`src/rtl/ofs_cal_pkg.sv`:
```
// package for the current offset calibration block: beat types, constants and state codes
package ofs_cal_pkg;

    localparam int SUM_W    = 32;
    localparam int OFS_W    = 16;
    localparam int TICK_W   = 14;
    localparam int TIMER_W  = 8;
    localparam int CNT_W    = 5;
    localparam int DIV_W    = 14;
    localparam int BUS_W    = 20;
    localparam int CFG_IDX_W  = 1;
    localparam int CFG_DATA_W = 10;

    localparam logic [CFG_IDX_W-1:0] CFG_PWM_FREQ = 1'b0;
    localparam logic [CFG_IDX_W-1:0] CFG_SUPPLY   = 1'b1;

    localparam logic [7:0]  PWM_FREQ_RESET = 8'd50;
    localparam logic [9:0]  SUPPLY_RESET   = 10'd380;

    localparam logic [11:0]        VCLASS_THRESHOLD = 12'd1366;
    localparam logic [BUS_W-1:0]   BUS_LO_MUL       = 20'd181;
    localparam logic [BUS_W-1:0]   BUS_HI_MUL       = 20'd543;
    localparam logic [TIMER_W-1:0] TIMER_LIMIT      = 8'd10;
    localparam logic [TIMER_W-1:0] TIMER_MAX        = 8'd255;
    localparam logic [CNT_W-1:0]   LAST_BIT         = 5'd31;

    typedef struct packed {
        logic signed [15:0] phase_a_current;
        logic signed [15:0] phase_b_current;
        logic [10:0]        dc_bus_volts;
        logic [11:0]        vclass_adc;
    } sample_beat_t;

    typedef struct packed {
        logic signed [15:0] offset_a;
        logic signed [15:0] offset_b;
        logic               cal_done;
        logic               class_high;
        logic               charge_fault;
    } result_beat_t;

    typedef enum logic [1:0] {
        ST_IDLE,
        ST_SUM,
        ST_DIV,
        ST_OUT
    } cal_state_t;

endpackage

```
`src/rtl/current_offset_calibration.sv`:
```
// current sensor offset calibration: settle, bit-serial averaging and bit-serial division
//
// One sample beat per PWM tick, one result beat per sample. With F the PWM frequency code,
// the first 2*F+1 samples only let the ADC settle, the next 38*F are summed (phase A and
// phase B), and the sample after that divides both sums by 38*F, truncating toward zero,
// and raises cal_done; from then on every beat repeats the held result. During the
// summing window class_high follows the last vclass reading against 1366, and a
// saturating up/down timer watches the DC bus against 0.5 and 1.5 times supply*181/128;
// charge_fault is sticky once the timer passes 10. Sums are kept in 32-bit shift registers
// and added one bit per clock; the final sample runs a restoring divider one quotient bit
// per clock on the same shift registers; settle and held samples skip both and go straight
// to the output. A result held back by the sink stalls the block only when the next result
// is ready to be written. The result register lets the next sample be taken while a result
// still waits. Configuration writes should only be made while the block is idle.
module current_offset_calibration (
    input  logic                                clk,
    input  logic                                rst_n,
    input  logic                                cfg_we,
    input  logic [ofs_cal_pkg::CFG_IDX_W-1:0]   cfg_index,
    input  logic [ofs_cal_pkg::CFG_DATA_W-1:0]  cfg_data,
    input  logic                                sample_valid,
    output logic                                sample_ready,
    input  ofs_cal_pkg::sample_beat_t           sample,
    output logic                                result_valid,
    input  logic                                result_ready,
    output ofs_cal_pkg::result_beat_t           result
);
    import ofs_cal_pkg::*;

    logic [7:0]         pwm_freq_reg;
    logic [9:0]         supply_reg;

    cal_state_t         state_reg, state_next;
    logic [TICK_W-1:0]  tick_reg, tick_next;
    logic [SUM_W-1:0]   sum_a_reg, sum_a_next;
    logic [SUM_W-1:0]   sum_b_reg, sum_b_next;
    logic [TIMER_W-1:0] timer_reg, timer_next;
    logic               fault_reg, fault_next;
    logic               class_reg, class_next;
    logic               done_reg, done_next;
    logic [OFS_W-1:0]   ofs_a_reg, ofs_a_next;
    logic [OFS_W-1:0]   ofs_b_reg, ofs_b_next;
    logic [CNT_W-1:0]   cnt_reg, cnt_next;
    logic               carry_a_reg, carry_a_next;
    logic               carry_b_reg, carry_b_next;
    logic               result_valid_reg, result_valid_next;

    logic [OFS_W-1:0]   a_sh_reg, a_sh_next;
    logic [OFS_W-1:0]   b_sh_reg, b_sh_next;
    logic [DIV_W-1:0]   rem_a_reg, rem_a_next;
    logic [DIV_W-1:0]   rem_b_reg, rem_b_next;
    logic [OFS_W-1:0]   q_a_reg, q_a_next;
    logic [OFS_W-1:0]   q_b_reg, q_b_next;
    logic               neg_a_reg, neg_a_next;
    logic               neg_b_reg, neg_b_next;
    result_beat_t       result_reg, result_next;

    logic [TICK_W-1:0]  start_tick;
    logic [TICK_W-1:0]  end_tick;
    logic [DIV_W-1:0]   divisor;
    logic [BUS_W-1:0]   bus_scaled;
    logic [BUS_W-1:0]   bus_lo;
    logic [BUS_W-1:0]   bus_hi;
    logic               bus_outside;
    logic [TIMER_W-1:0] timer_upd;
    logic               bit_a;
    logic               bit_b;
    logic               sbit_a;
    logic               sbit_b;
    logic [DIV_W:0]     rsh_a;
    logic [DIV_W:0]     rsh_b;
    logic               ge_a;
    logic               ge_b;
    logic [DIV_W:0]     diff_a;
    logic [DIV_W:0]     diff_b;

    // window bounds and divisor from the frequency code
    assign start_tick = {5'b0, pwm_freq_reg, 1'b0};
    assign end_tick   = {1'b0, pwm_freq_reg, 5'b0} + {3'b0, pwm_freq_reg, 3'b0};
    assign divisor    = {1'b0, pwm_freq_reg, 5'b0} + {4'b0, pwm_freq_reg, 2'b0}
                      + {5'b0, pwm_freq_reg, 1'b0};

    // dc bus window
    assign bus_scaled  = {1'b0, sample.dc_bus_volts, 8'b0};
    assign bus_lo      = BUS_W'(supply_reg) * BUS_LO_MUL;
    assign bus_hi      = BUS_W'(supply_reg) * BUS_HI_MUL;
    assign bus_outside = (bus_scaled < bus_lo) || (bus_scaled > bus_hi);

    always_comb
    begin
        if (bus_outside)
        begin
            timer_upd = (timer_reg != TIMER_MAX) ? timer_reg + 8'd1 : timer_reg;
        end
        else
        begin
            timer_upd = (timer_reg != '0) ? timer_reg - 8'd1 : timer_reg;
        end
    end

    // serial adder bits
    assign bit_a  = a_sh_reg[0];
    assign bit_b  = b_sh_reg[0];
    assign sbit_a = sum_a_reg[0] ^ bit_a ^ carry_a_reg;
    assign sbit_b = sum_b_reg[0] ^ bit_b ^ carry_b_reg;

    // restoring divider step
    assign rsh_a  = {rem_a_reg, sum_a_reg[SUM_W-1]};
    assign rsh_b  = {rem_b_reg, sum_b_reg[SUM_W-1]};
    assign diff_a = rsh_a - {1'b0, divisor};
    assign diff_b = rsh_b - {1'b0, divisor};
    assign ge_a   = rsh_a >= {1'b0, divisor};
    assign ge_b   = rsh_b >= {1'b0, divisor};

    always_comb
    begin
        state_next        = state_reg;
        tick_next         = tick_reg;
        sum_a_next        = sum_a_reg;
        sum_b_next        = sum_b_reg;
        timer_next        = timer_reg;
        fault_next        = fault_reg;
        class_next        = class_reg;
        done_next         = done_reg;
        ofs_a_next        = ofs_a_reg;
        ofs_b_next        = ofs_b_reg;
        cnt_next          = cnt_reg;
        carry_a_next      = carry_a_reg;
        carry_b_next      = carry_b_reg;
        a_sh_next         = a_sh_reg;
        b_sh_next         = b_sh_reg;
        rem_a_next        = rem_a_reg;
        rem_b_next        = rem_b_reg;
        q_a_next          = q_a_reg;
        q_b_next          = q_b_reg;
        neg_a_next        = neg_a_reg;
        neg_b_next        = neg_b_reg;
        result_next       = result_reg;
        result_valid_next = result_valid_reg;
        sample_ready      = (state_reg == ST_IDLE);

        if (result_valid_reg && result_ready)
        begin
            result_valid_next = 1'b0;
        end

        unique case (state_reg)
            ST_IDLE:
            begin
                if (sample_valid)
                begin
                    priority if (done_reg)
                    begin
                        state_next = ST_OUT;
                    end
                    else if (tick_reg <= start_tick)
                    begin
                        tick_next  = tick_reg + 14'd1;
                        sum_a_next = '0;
                        sum_b_next = '0;
                        timer_next = '0;
                        state_next = ST_OUT;
                    end
                    else if (tick_reg <= end_tick)
                    begin
                        class_next   = (sample.vclass_adc >= VCLASS_THRESHOLD);
                        timer_next   = timer_upd;
                        fault_next   = fault_reg | (timer_upd > TIMER_LIMIT);
                        tick_next    = tick_reg + 14'd1;
                        a_sh_next    = sample.phase_a_current;
                        b_sh_next    = sample.phase_b_current;
                        carry_a_next = 1'b0;
                        carry_b_next = 1'b0;
                        cnt_next     = '0;
                        state_next   = ST_SUM;
                    end
                    else if (divisor == '0)
                    begin
                        ofs_a_next = '0;
                        ofs_b_next = '0;
                        done_next  = 1'b1;
                        state_next = ST_OUT;
                    end
                    else
                    begin
                        // sums are dead after this, so they carry the dividend magnitudes
                        neg_a_next = sum_a_reg[SUM_W-1];
                        neg_b_next = sum_b_reg[SUM_W-1];
                        sum_a_next = sum_a_reg[SUM_W-1] ? (-sum_a_reg) : sum_a_reg;
                        sum_b_next = sum_b_reg[SUM_W-1] ? (-sum_b_reg) : sum_b_reg;
                        rem_a_next = '0;
                        rem_b_next = '0;
                        q_a_next   = '0;
                        q_b_next   = '0;
                        cnt_next   = '0;
                        state_next = ST_DIV;
                    end
                end
            end

            ST_SUM:
            begin
                sum_a_next   = {sbit_a, sum_a_reg[SUM_W-1:1]};
                sum_b_next   = {sbit_b, sum_b_reg[SUM_W-1:1]};
                carry_a_next = (sum_a_reg[0] & bit_a) | (sum_a_reg[0] & carry_a_reg)
                             | (bit_a & carry_a_reg);
                carry_b_next = (sum_b_reg[0] & bit_b) | (sum_b_reg[0] & carry_b_reg)
                             | (bit_b & carry_b_reg);
                // sign extension of the sample
                a_sh_next    = {a_sh_reg[OFS_W-1], a_sh_reg[OFS_W-1:1]};
                b_sh_next    = {b_sh_reg[OFS_W-1], b_sh_reg[OFS_W-1:1]};
                cnt_next     = cnt_reg + 5'd1;
                if (cnt_reg == LAST_BIT)
                begin
                    state_next = ST_OUT;
                end
            end

            ST_DIV:
            begin
                rem_a_next = ge_a ? diff_a[DIV_W-1:0] : rsh_a[DIV_W-1:0];
                rem_b_next = ge_b ? diff_b[DIV_W-1:0] : rsh_b[DIV_W-1:0];
                q_a_next   = {q_a_reg[OFS_W-2:0], ge_a};
                q_b_next   = {q_b_reg[OFS_W-2:0], ge_b};
                sum_a_next = {sum_a_reg[SUM_W-2:0], 1'b0};
                sum_b_next = {sum_b_reg[SUM_W-2:0], 1'b0};
                cnt_next   = cnt_reg + 5'd1;
                if (cnt_reg == LAST_BIT)
                begin
                    ofs_a_next = neg_a_reg ? (-q_a_next) : q_a_next;
                    ofs_b_next = neg_b_reg ? (-q_b_next) : q_b_next;
                    done_next  = 1'b1;
                    state_next = ST_OUT;
                end
            end

            ST_OUT:
            begin
                if (!result_valid_reg || result_ready)
                begin
                    result_next.offset_a     = done_reg ? ofs_a_reg : '0;
                    result_next.offset_b     = done_reg ? ofs_b_reg : '0;
                    result_next.cal_done     = done_reg;
                    result_next.class_high   = class_reg;
                    result_next.charge_fault = fault_reg;
                    result_valid_next        = 1'b1;
                    state_next               = ST_IDLE;
                end
            end
        endcase
    end

    // configuration registers
    always_ff @(posedge clk or negedge rst_n)
    begin
        if (!rst_n)
        begin
            pwm_freq_reg <= PWM_FREQ_RESET;
            supply_reg   <= SUPPLY_RESET;
        end
        else if (cfg_we)
        begin
            unique case (cfg_index)
                CFG_PWM_FREQ: pwm_freq_reg <= cfg_data[7:0];
                CFG_SUPPLY:   supply_reg   <= cfg_data;
            endcase
        end
    end

    always_ff @(posedge clk or negedge rst_n)
    begin
        if (!rst_n)
        begin
            state_reg        <= ST_IDLE;
            tick_reg         <= '0;
            sum_a_reg        <= '0;
            sum_b_reg        <= '0;
            timer_reg        <= '0;
            fault_reg        <= 1'b0;
            class_reg        <= 1'b0;
            done_reg         <= 1'b0;
            ofs_a_reg        <= '0;
            ofs_b_reg        <= '0;
            cnt_reg          <= '0;
            carry_a_reg      <= 1'b0;
            carry_b_reg      <= 1'b0;
            result_valid_reg <= 1'b0;
        end
        else
        begin
            state_reg        <= state_next;
            tick_reg         <= tick_next;
            sum_a_reg        <= sum_a_next;
            sum_b_reg        <= sum_b_next;
            timer_reg        <= timer_next;
            fault_reg        <= fault_next;
            class_reg        <= class_next;
            done_reg         <= done_next;
            ofs_a_reg        <= ofs_a_next;
            ofs_b_reg        <= ofs_b_next;
            cnt_reg          <= cnt_next;
            carry_a_reg      <= carry_a_next;
            carry_b_reg      <= carry_b_next;
            result_valid_reg <= result_valid_next;
        end
    end

    // datapath registers
    always_ff @(posedge clk)
    begin
        a_sh_reg   <= a_sh_next;
        b_sh_reg   <= b_sh_next;
        rem_a_reg  <= rem_a_next;
        rem_b_reg  <= rem_b_next;
        q_a_reg    <= q_a_next;
        q_b_reg    <= q_b_next;
        neg_a_reg  <= neg_a_next;
        neg_b_reg  <= neg_b_next;
        result_reg <= result_next;
    end

    assign result_valid = result_valid_reg;
    assign result       = result_reg;

endmodule
```
`config.mk`:
```
export PLATFORM = sky130hd
export DESIGN_NAME = current_offset_calibration
export DESIGN_NICKNAME = d
export VERILOG_FILES = /design/src/rtl/ofs_cal_pkg.sv /design/src/rtl/current_offset_calibration.sv
export SDC_FILE = /design/constraint.sdc
export NUM_CORES = 1
export LEC_CHECK = 0
export BUFFER_PORTS_ARGS = -buffer_cell sky130_fd_sc_hd__buf_2
export CORE_ASPECT_RATIO = 0.5
export CORE_MARGIN = 4
export CORE_UTILIZATION = 45
export DETAILED_ROUTE_END_ITERATION = 7
export PLACE_DENSITY = 0.59
export SLEW_MARGIN = 10
export SYNTH_ARGS = -nofsm -noshare
export SYNTH_HDL_FRONTEND = slang
export SYNTH_SLANG_ARGS = --single-unit
```
`constraint.sdc`:
```
create_clock -name clk -period 15.2 [get_ports clk]
set_input_delay 0.76 -clock clk [delete_from_list [all_inputs] [get_ports clk]]
set_output_delay 0.76 -clock clk [all_outputs]
set_load 0.05 [all_outputs]
```
==> flow_metrics.tcl, run 1 <==
set metrics [dict create \
    wirelength_um 46000 \
    end_kind "register" \
    hold_viol_final 0 \
    antenna_found_initial 0 \
    cp-startpoint "supply_reg[4]" \
    core-area_mm2 0.0441 \
    clk_pin_slew_ps 70 \
    drc 0 \
    overflow 0 \
    period_share_pct 49.4 \
    synthDistinctLibCells 80 \
    seqCellArea_mm2 0.00755 \
    ys_seq_area_share_pct 37.2 \
    clock-sinks 276 \
    fin_crit_ps 7510 \
    htreeDepth 1 \
    wl_per_cell_um 16.8 \
    postCtsSetupRepairBufs 0 \
    skew_ps 18.5 \
    reg2reg_from "supply_reg[4]" \
    track_usage_pct 18.9 \
    syn_to_final_growth_pct 10.5 \
    outcome "completed" \
    async_flop_share_pct 54.0 \
    grt_pass1_wl_um 77300 \
    syn_avg_cell_area_um2 9.90 \
    syn_area_mm2 0.0203 \
    cp.arrival_ps 7930 \
    synth_top_area_share_pct 18.8 \
    drive_above_1_share_pct 12.4 \
    hpwl_um 31800 \
    worst_pin_slew_ps 1060 \
    worst_path_most_repeated_cell "ha_1" \
    vias 15600 \
    dieArea_mm2 0.0489 \
    max_freq_ghz 0.133 \
    worstPathRequired_ps 15610 \
    hold_buffers 0 \
    synth_area_leader_cell "edfxtp_1" \
    nets 2456 \
    cts_tree "done" \
    multi_input_area_mm2 0.0119 \
    yosysMostFrequentCell "ha_1" \
    grt_max_degree 95 \
    gp_congestion 0.820 \
    slew_headroom_pct 29.6 \
    drv_slew 0 \
    clkLatencyLatePin_ps 560 \
    drtAntennaViolNets 0 \
    setup-tns-final_ps 0 \
    grt_pass1_vias 15000 \
    port_buffers 106 \
    startpoint_type "register" \
    cts_buffer_depth 3 \
    vias_per_cell 5.67 \
    synthTopCellsByArea "edfxtp_1 19%, dfrtp_1 17%, ha_1 12%" \
    ys.flop_type "dfrtp_1" \
    path_class "reg -> reg" \
    largest_reg_flops 35 \
    placementRows 54 \
    drt_first_pass_iters 5 \
    drv_cap 0 \
    rsz0062_at_grt "false" \
    first_iter_violations 1158 \
    ios 108 \
    ys_warn_count 0 \
    synthCells 2054 \
    synthesis.nets 2379 \
    root_buffer "clkbuf_16" \
    ys_top_cells_by_count "199 x ha_1, 171 x inv_1, 151 x nand2_1, 140 x dfrtp_1, 127 x edfxtp_1" \
    synth_edf_count 127 \
    hold_class "in -> async" \
    setup_viol 0 \
    insertedDiodeCount 0 \
    numCtsBuffers 28 \
    critPathSlowestCell "dfstp_2" \
    nFillCells 4099 \
    max_stage_delay_ps 680 \
    die_y_um 158 \
    synth-seq-cells 276 \
    cts_resized 0 \
    critPathMaxFanout 17 \
    initial_core_util_pct 46.1 \
    die_x_um 309 \
]
## worst max-delay path: cells and delay by family, from the launching register on
kind / cells / cell delay (ps)
AOI/OAI and AO/OA: 12 / 3120
adders and majority gates: 6 / 2180
DFF: 1 / 680
muxes: 1 / 260
and+or+nand+nor: 5 / 760
buffers and inverters: 3 / 330
## cell usage in the layout, fill, tap and decap left out, types with 14 or more instances in the layout
cell       Yosys  layout
a21oi_1       76      75
inv_1        171     171
buf_2          0     105
nor3_1        66      66
and3_1        14      14
fa_1          55      55
nor3b_1       19      17
dfrtp_1      140     140
nor2b_1       21      21
mux2i_1       28      28
mux2_2        52      52
a221oi_1      42      42
xnor2_1       57      57
a222oi_1      19      19
xor2_1        32      32
nor2_1       118     114
edfxtp_1     127     127
o22ai_1       20      19
ha_1         199     199
or3_1         28      28
nand3_1       49      49
o21a_1        14      14
nand2_1      151     151
clkbuf_16      0      30
o21ai_0      111     110
nand2b_1      21      21
a21o_1        24      24
and2_1        68      67
buf_4          0      20
o2bb2ai_1     71      71
## through the flow
stage	std cells	hold slack [ps]	setup WS, ps	instance area [um^2]	utilization (%)
floorplan	2054	425	8520	20300	-
global placement	2689	432	7770	21500	48.8
detailed placement	2689	439	7740	21500	48.8
CTS	2741	328	7680	22500	50.9
global route	2741	392	7110	22500	50.9
finish	2741	308	7690	22500	50.9
## worst paths after layout
check / to / slack, ps / depth (start not counted)
setup / recovery: fault_reg / 7690 / 27
hold / removal: sum_a_reg[3] / 310 / 1
setup reg to reg: fault_reg / 7690 / 27
hold reg to reg: result[1] / 450 / 0
max in group asynchronous: sum_b_reg[21] / 13590 / 2
min in group clk: supply_reg[8] / 440 / 2
## layout make-up
type / instances / share of cell area (%)
multi-input combinational: 1526 / 52.9
sequential: 276 / 33.6
clock buffer: 39 / 3.58
tap: 588 / 3.27
timing repair buffer: 126 / 3.06
inverter: 173 / 2.89
clock inverter: 13 / 0.651
## kinds of logic after synthesis
family | share of synthesized area [%]
xor+xnor | 3.83
compound gates | 16.6
mux | 4.31
fa+ha+maj | 17.7
simple gates | 15.8
flops | 37.2
buf+inv | 4.65
## layer usage
layer	vias up	part of all wire (%)	wire, um	GRT usage (%)
met5	-	0	0	0
met4	0	1.5	682	3.39
met3	48	3.3	1510	2.43
met2	231	45	20600	30.2
met1	7593	51	23300	28.0
li1	7678	-	-	-
Power of run 1 is not shown: default switching activity piles up to over one toggle a cycle in this logic, so the estimate is an artifact.
==> inputs of run 2 (changes only) <==
--- a/config.mk
+++ b/config.mk
@@ -10,7 +10,7 @@
 export CORE_MARGIN = 4
 export CORE_UTILIZATION = 45
 export DETAILED_ROUTE_END_ITERATION = 7
-export PLACE_DENSITY = 0.59
+export PLACE_DENSITY = 0.61
 export SLEW_MARGIN = 10
 export SYNTH_ARGS = -nofsm -noshare
 export SYNTH_HDL_FRONTEND = slang
==> constraint.sdc (replaced) <==
create_clock -name clk -period 6.2 [get_ports clk]
set_input_delay 0.31 -clock clk [delete_from_list [all_inputs] [get_ports clk]]
set_output_delay 0.31 -clock clk [all_outputs]
set_load 0.05 [all_outputs]
==> run 2 against run 1 <==
- via count grew 2.5%
- largest cell class unchanged
- first-iteration DRC count grew 11%
- register-to-register slack lost 7800 ps
- global-route usage grew 1.0 points
- worst setup slack lost 7800 ps
- the flow now finishes with violations (setup timing)
- clock skew is essentially flat
- die area is the same
- critical path depth grew 3
- non-clock buffer count grew 107
- sequential share of layout area shrank 2.0 points
- highest routed layer unchanged
- final cell count grew 4.0%
==> flow_metrics.tcl, run 2 (synthesized netlist as in run 1, its figures left out) <==
set metrics [dict create \
    outcome "finished with violations" \
    violations "setup timing" \
    instances_no_fill 2850 \
    initial_core_util_pct 46.1 \
    syn_to_final_growth_pct 17.4 \
    gp_congestion 0.839 \
    dp_slack_ps -531 \
    root_buffer "clkbuf_16" \
    clk_pin_slew_ps 80 \
    critPathSlowestCell "dfstp_2" \
    startpoint_type "register" \
    slew_headroom_pct 26.4 \
    grt_pass1_vias 15700 \
    numCtsBuffers 29 \
    dieArea_mm2 0.0489 \
    r2r_slack_ps -110 \
    nFillCells 3936 \
    rr_worst_depth 30 \
    whs_path_depth 3 \
    hold_viol_final 0 \
    hold_ws_ps 27.3 \
    worst_path_most_repeated_cell "fa_1" \
    track_usage_pct 19.9 \
    hpwl_um 34500 \
    setup_viol 3 \
    drv_slew 0 \
    placementRows 54 \
    wirelength_um 48900 \
    place_inst 2770 \
    hold_class "in -> reg" \
    clock-sinks 276 \
    worst_pin_slew_ps 1100 \
    grt_pass1_wl_um 80400 \
    htreeDepth 1 \
    overflow 0 \
    grt_max_degree 92 \
    insertedDiodeCount 0 \
    wl_per_cell_um 17.2 \
    antenna_found_initial 0 \
    min_to "class_reg" \
    max_freq_ghz 0.158 \
    drv_cap 0 \
    reg2reg_from "supply_reg[3]" \
    period_share_pct 102 \
    core-area_mm2 0.0441 \
    port_buffers 106 \
    path_class "reg -> reg" \
    critPathMaxFanout 5 \
    die_y_um 158 \
    first_iter_violations 1280 \
    drive_above_1_share_pct 19.5 \
    drtAntennaViolNets 0 \
    vias_per_cell 5.59 \
    clkLatencyLatePin_ps 570 \
    rsz0062_at_grt "true" \
    drc 0 \
    timing.final.ws_setup_ps -114 \
    ios 108 \
    fin_crit_ps 6310 \
    end_kind "register" \
    cts_tree "done" \
    final_cell_mix "182 x ha_1, 163 x inv_1, 149 x nand2_1, 139 x dfrtp_1, 127 x edfxtp_1" \
    worstPathRequired_ps 6700 \
    drt_first_pass_iters 5 \
    largest_reg_flops 35 \
    layout.cells.most_common "ha_1" \
    skew_ps 18.6 \
    cp.arrival_ps 6820 \
    vias 15900 \
    holdCritStartpoint "sample[11]" \
    reg2reg_to "fault_reg" \
    die_x_um 309 \
    max_stage_delay_ps 580 \
    cts_buffer_depth 3 \
    nets 2565 \
]
-- run 2: cell type report --
type                            count  area (um^2)  area share, %
Timing Repair Buffer              233         1560           6.53
Clock inverter                     15          188          0.786
Clock buffer                       38          821           3.44
Inverter                          173          652           2.73
Multi-Input combinational cell   1527        12400           51.8
Tap cell                          588          736           3.08
Sequential cell                   276         7550           31.6
-- run 2: critical path, delay by kind of cell, from the launching register on --
family          cells  cell delay, ps
simple gates        6            1220
xor+xnor            1             160
fa+ha+maj           7            2520
flops               1             580
compound gates      9            1220
buf+inv             7             520
-- run 2: timing repair --
item,CTS,global route
hold buffers,4,0
endpoints found under the hold margin,84,0
setup buffers,16,9
pin swaps,48,33
gates resized for setup,53,45
gates cloned,1,0
setup endpoints to repair,9,9
-- run 2: per-stage QoR --
stage | TNS [ps] | utilization [%] | cell area [um^2]
after floorplan | 0 | - | 20400
after global placement | -1860 | 50.2 | 22200
after detailed placement | -3100 | 50.2 | 22200
after CTS | -338 | 53.4 | 23600
after global routing | -2410 | 54.1 | 23900
final | -249 | 54.1 | 23900
-- run 2: routing by layer --
metal / global-route usage (%) / vias up / wire length [um] / part of all wire [%]
met5: 0 / - / 0 / 0
met4: 3.76 / 0 / 792 / 1.6
met3: 2.18 / 51 / 1520 / 3.1
met2: 33.7 / 240 / 22800 / 47
met1: 28.1 / 7753 / 23800 / 49
li1: - / 7897 / - / -
-- run 2: how the worst max path moves through the flow --
stage | start | endpoint | slack, ps | depth (start not counted)
3_3_place_gp | supply_reg[3] | fault_reg | -390 | 28
5_1_grt | supply_reg[3] | fault_reg | -420 | 31
2_1_floorplan | supply_reg[3] | fault_reg | 3 | 27
6_report | supply_reg[3] | fault_reg | -110 | 30
4_1_cts | supply_reg[3] | fault_reg | -160 | 28
3_5_place_dp | supply_reg[3] | fault_reg | -530 | 28
Power of run 2 is left out for the same reason.
==> inputs of run 3 (changes only) <==
--- a/config.mk
+++ b/config.mk
@@ -5,6 +5,7 @@
 export SDC_FILE = /design/constraint.sdc
 export NUM_CORES = 1
 export LEC_CHECK = 0
+export ABC_AREA = 1
 export BUFFER_PORTS_ARGS = -buffer_cell sky130_fd_sc_hd__buf_2
 export CORE_ASPECT_RATIO = 0.5
 export CORE_MARGIN = 4
==> run 3 against run 2 <==
- the run now ends clean
- register-to-register slack better by 400 ps
- non-clock buffer count decreased by 71
- count of clock-buffer cells in the layout down 1
- highest routed layer unchanged
==> flow_metrics.tcl, run 3 <==
set metrics [dict create \
    skew_ps 15.7 \
    highest_layer "met4" \
    synthesis.nets 2991 \
    outcome "completed" \
    critPathSlowestCell "dfstp_2" \
    yosysMostFrequentCell "nand2_1" \
    path_class "reg -> reg" \
    slew_headroom_pct 27.4 \
    wl_met1_um 24700 \
    grt_pass1_wl_um 83600 \
    max_stage_delay_ps 580 \
    r2r_slack_ps 290 \
    antenna_found_initial 0 \
    drc 0 \
    drv_slew 0 \
    grt_max_degree 99 \
    hold_viol_final 0 \
    hpwl_um 36100 \
    reg2reg_from "supply_reg[3]" \
    wl_per_cell_um 14.4 \
    startpoint_type "register" \
    ios 108 \
    grt_pass1_vias 17100 \
    ys.flop_type "dfrtp_1" \
    cts_tree "done" \
    period_share_pct 95.3 \
    layout.cells.most_common "nand2_1" \
    synth_area_leader_cell "edfxtp_1" \
    synthTopCellsByArea "edfxtp_1 18%, dfrtp_1 17%, ha_1 12%" \
    p_per_area_mw_per_mm2 502 \
    synth_edf_count 127 \
    setup-tns-final_ps 0 \
    dieArea_mm2 0.0507 \
    ys_seq_area_share_pct 35.7 \
    path_delay_family "adder cells" \
    final_cell_mix "646 x nand2_1, 425 x inv_1, 188 x ha_1, 184 x nor2_1, 174 x o21ai_0" \
    worstPathBufferInverterCount 5 \
    max_freq_ghz 0.169 \
    synth_top_area_share_pct 18.0 \
    drt_first_pass_iters 6 \
    drv_cap 0 \
    wl_met2_um 22000 \
    synthDistinctLibCells 49 \
    rr_worst_depth 33 \
    die_x_um 314 \
    whs_path_depth 3 \
    syn_avg_cell_area_um2 7.93 \
    largest_reg_flops 35 \
    cp.arrival_ps 6350 \
    dr_wl_met3_um 1810 \
    postPlaceCellArea_mm2 0.0224 \
    hold_class "in -> reg" \
    htreeDepth 1 \
    p_total_uw 11900 \
    core-area_mm2 0.0458 \
    setup_viol 0 \
    ys_top_cells_by_count "651 x nand2_1, 430 x inv_1, 199 x ha_1, 187 x nor2_1, 178 x o21ai_0" \
    drtAntennaViolNets 0 \
    reg2reg_to "fault_reg" \
    end_kind "register" \
    ir_drop_uv 368 \
    gp_congestion 0.888 \
    initial_core_util_pct 46.2 \
    drive_above_1_share_pct 9.30 \
    port_buffers 106 \
    worstPathRequired_ps 6640 \
    track_usage_pct 19.6 \
    insertedDiodeCount 0 \
    p_leak_uw 0.0119 \
    ys_warn_count 0 \
    holdCritStartpoint "sample[51]" \
    critPathMaxFanout 9 \
    async_flop_share_pct 54.0 \
    min_to "a_sh_reg[12]" \
    first_iter_violations 1225 \
    vias 17500 \
    cts_buffer_depth 3 \
    numCtsBuffers 27 \
    worst_path_most_repeated_cell "nand2_1" \
    wirelength_um 49300 \
    syn_to_final_growth_pct 12.3 \
    nets 3110 \
    root_buffer "clkbuf_16" \
    synth-seq-cells 276 \
    rsz0062_at_grt "true" \
    fin_area_mm2 0.0237 \
    clk_pin_slew_ps 70 \
    placementRows 55 \
    syn_area_mm2 0.0211 \
    synthCells 2666 \
    worst_pin_slew_ps 1090 \
    vias_per_cell 5.08 \
    clkLatencyLatePin_ps 560 \
    die_y_um 161 \
    clock-sinks 276 \
    overflow 0 \
    fin_crit_ps 5910 \
]
==> run 3: changes by cell type after synthesis, sizes merged, moves of 32 or more <==
| cell | before | now |
|---|---|---|
| o21ai | 111 | 195 |
| a21oi | 76 | 118 |
| nand2 | 152 | 651 |
| or3 | 32 | 0 |
| mux2 | 53 | 0 |
| nor2 | 118 | 189 |
| nand3 | 49 | 110 |
| o2bb2ai | 71 | 0 |
| xor2 | 32 | 99 |
| and2 | 68 | 1 |
| inv | 172 | 430 |
| a221oi | 42 | 0 |
==> run 3: per-stage QoR <==
| stage | hold slack, ps | cells | util, % | setup slack, ps |
|---|---|---|---|---|
| final | 26.2 | 3432 | 51.9 | 291 |
| after global routing | 2.11 | 3432 | 51.9 | -183 |
| after CTS | 2.55 | 3426 | 51.3 | 44.3 |
| after detailed placement | 431 | 3362 | 49.0 | -47.1 |
| after global placement | 433 | 3362 | 49.0 | 73.9 |
| after floorplan | 14.4 | 2666 | - | 256 |
==> run 3: timing repair <==
action,4_1_cts,5_1_grt
endpoints found under the setup margin,1,9
endpoints found under the hold margin,102,0
hold buffers,15,0
setup buffers,0,6
gates resized for setup,1,45
pin swaps,0,29
==> run 3: how the worst max path moves through the flow <==
stage	from	slack [ps]	endpoint	cells past startpoint
after floorplan	supply_reg[2]	260	fault_reg	34
after global placement	supply_reg[3]	70	fault_reg	34
after detailed placement	supply_reg[3]	-50	fault_reg	31
after CTS	supply_reg[3]	40	fault_reg	31
after global routing	supply_reg[3]	-180	fault_reg	37
final	supply_reg[3]	290	fault_reg	33
==> run 3: kinds of logic after synthesis <==
group,share of synthesized area [%]
fa+ha+maj,17.0
buf+inv,9.18
xor+xnor,5.42
flops,35.7
simple gates,20.9
compound gates,11.8
==> run 3: worst reg2reg max path: cells and delay by family, from the launching register on <==
| kind | cells | cell delay (ps) |
|---|---|---|
| AO/OA/AOI/OAI | 5 | 750 |
| adder cells (fa/ha/maj) | 6 | 2370 |
| XOR/XNOR | 1 | 160 |
| buffers and inverters | 5 | 450 |
| AND/OR/NAND/NOR | 16 | 1500 |
| flip-flops | 1 | 580 |
==> run 3: final cells by class <==
class	count	area (um^2)
clock buffer	37	773
multi-input combinational	1887	11900
fill	4449	22000
inverter	431	1620
tap	627	785
clock inverter	12	105
timing repair buffer	162	1010
sequential	276	7550
==> run 3: per-layer routing <==
layer	vias up	GRT usage [%]
li1	8985	-
met4	0	3.18
met5	-	0
met2	259	32.3
met1	8154	28.2
met3	52	2.40
==> run 3: power by group <==
part           internal (uW)  total (uW)  switching (uW)
logic                   2680        7370            4690
clock network            923        1690             766
registers               2590        2870             273
total                   6190       11900            5730
(Power assumes the default switching activity.)
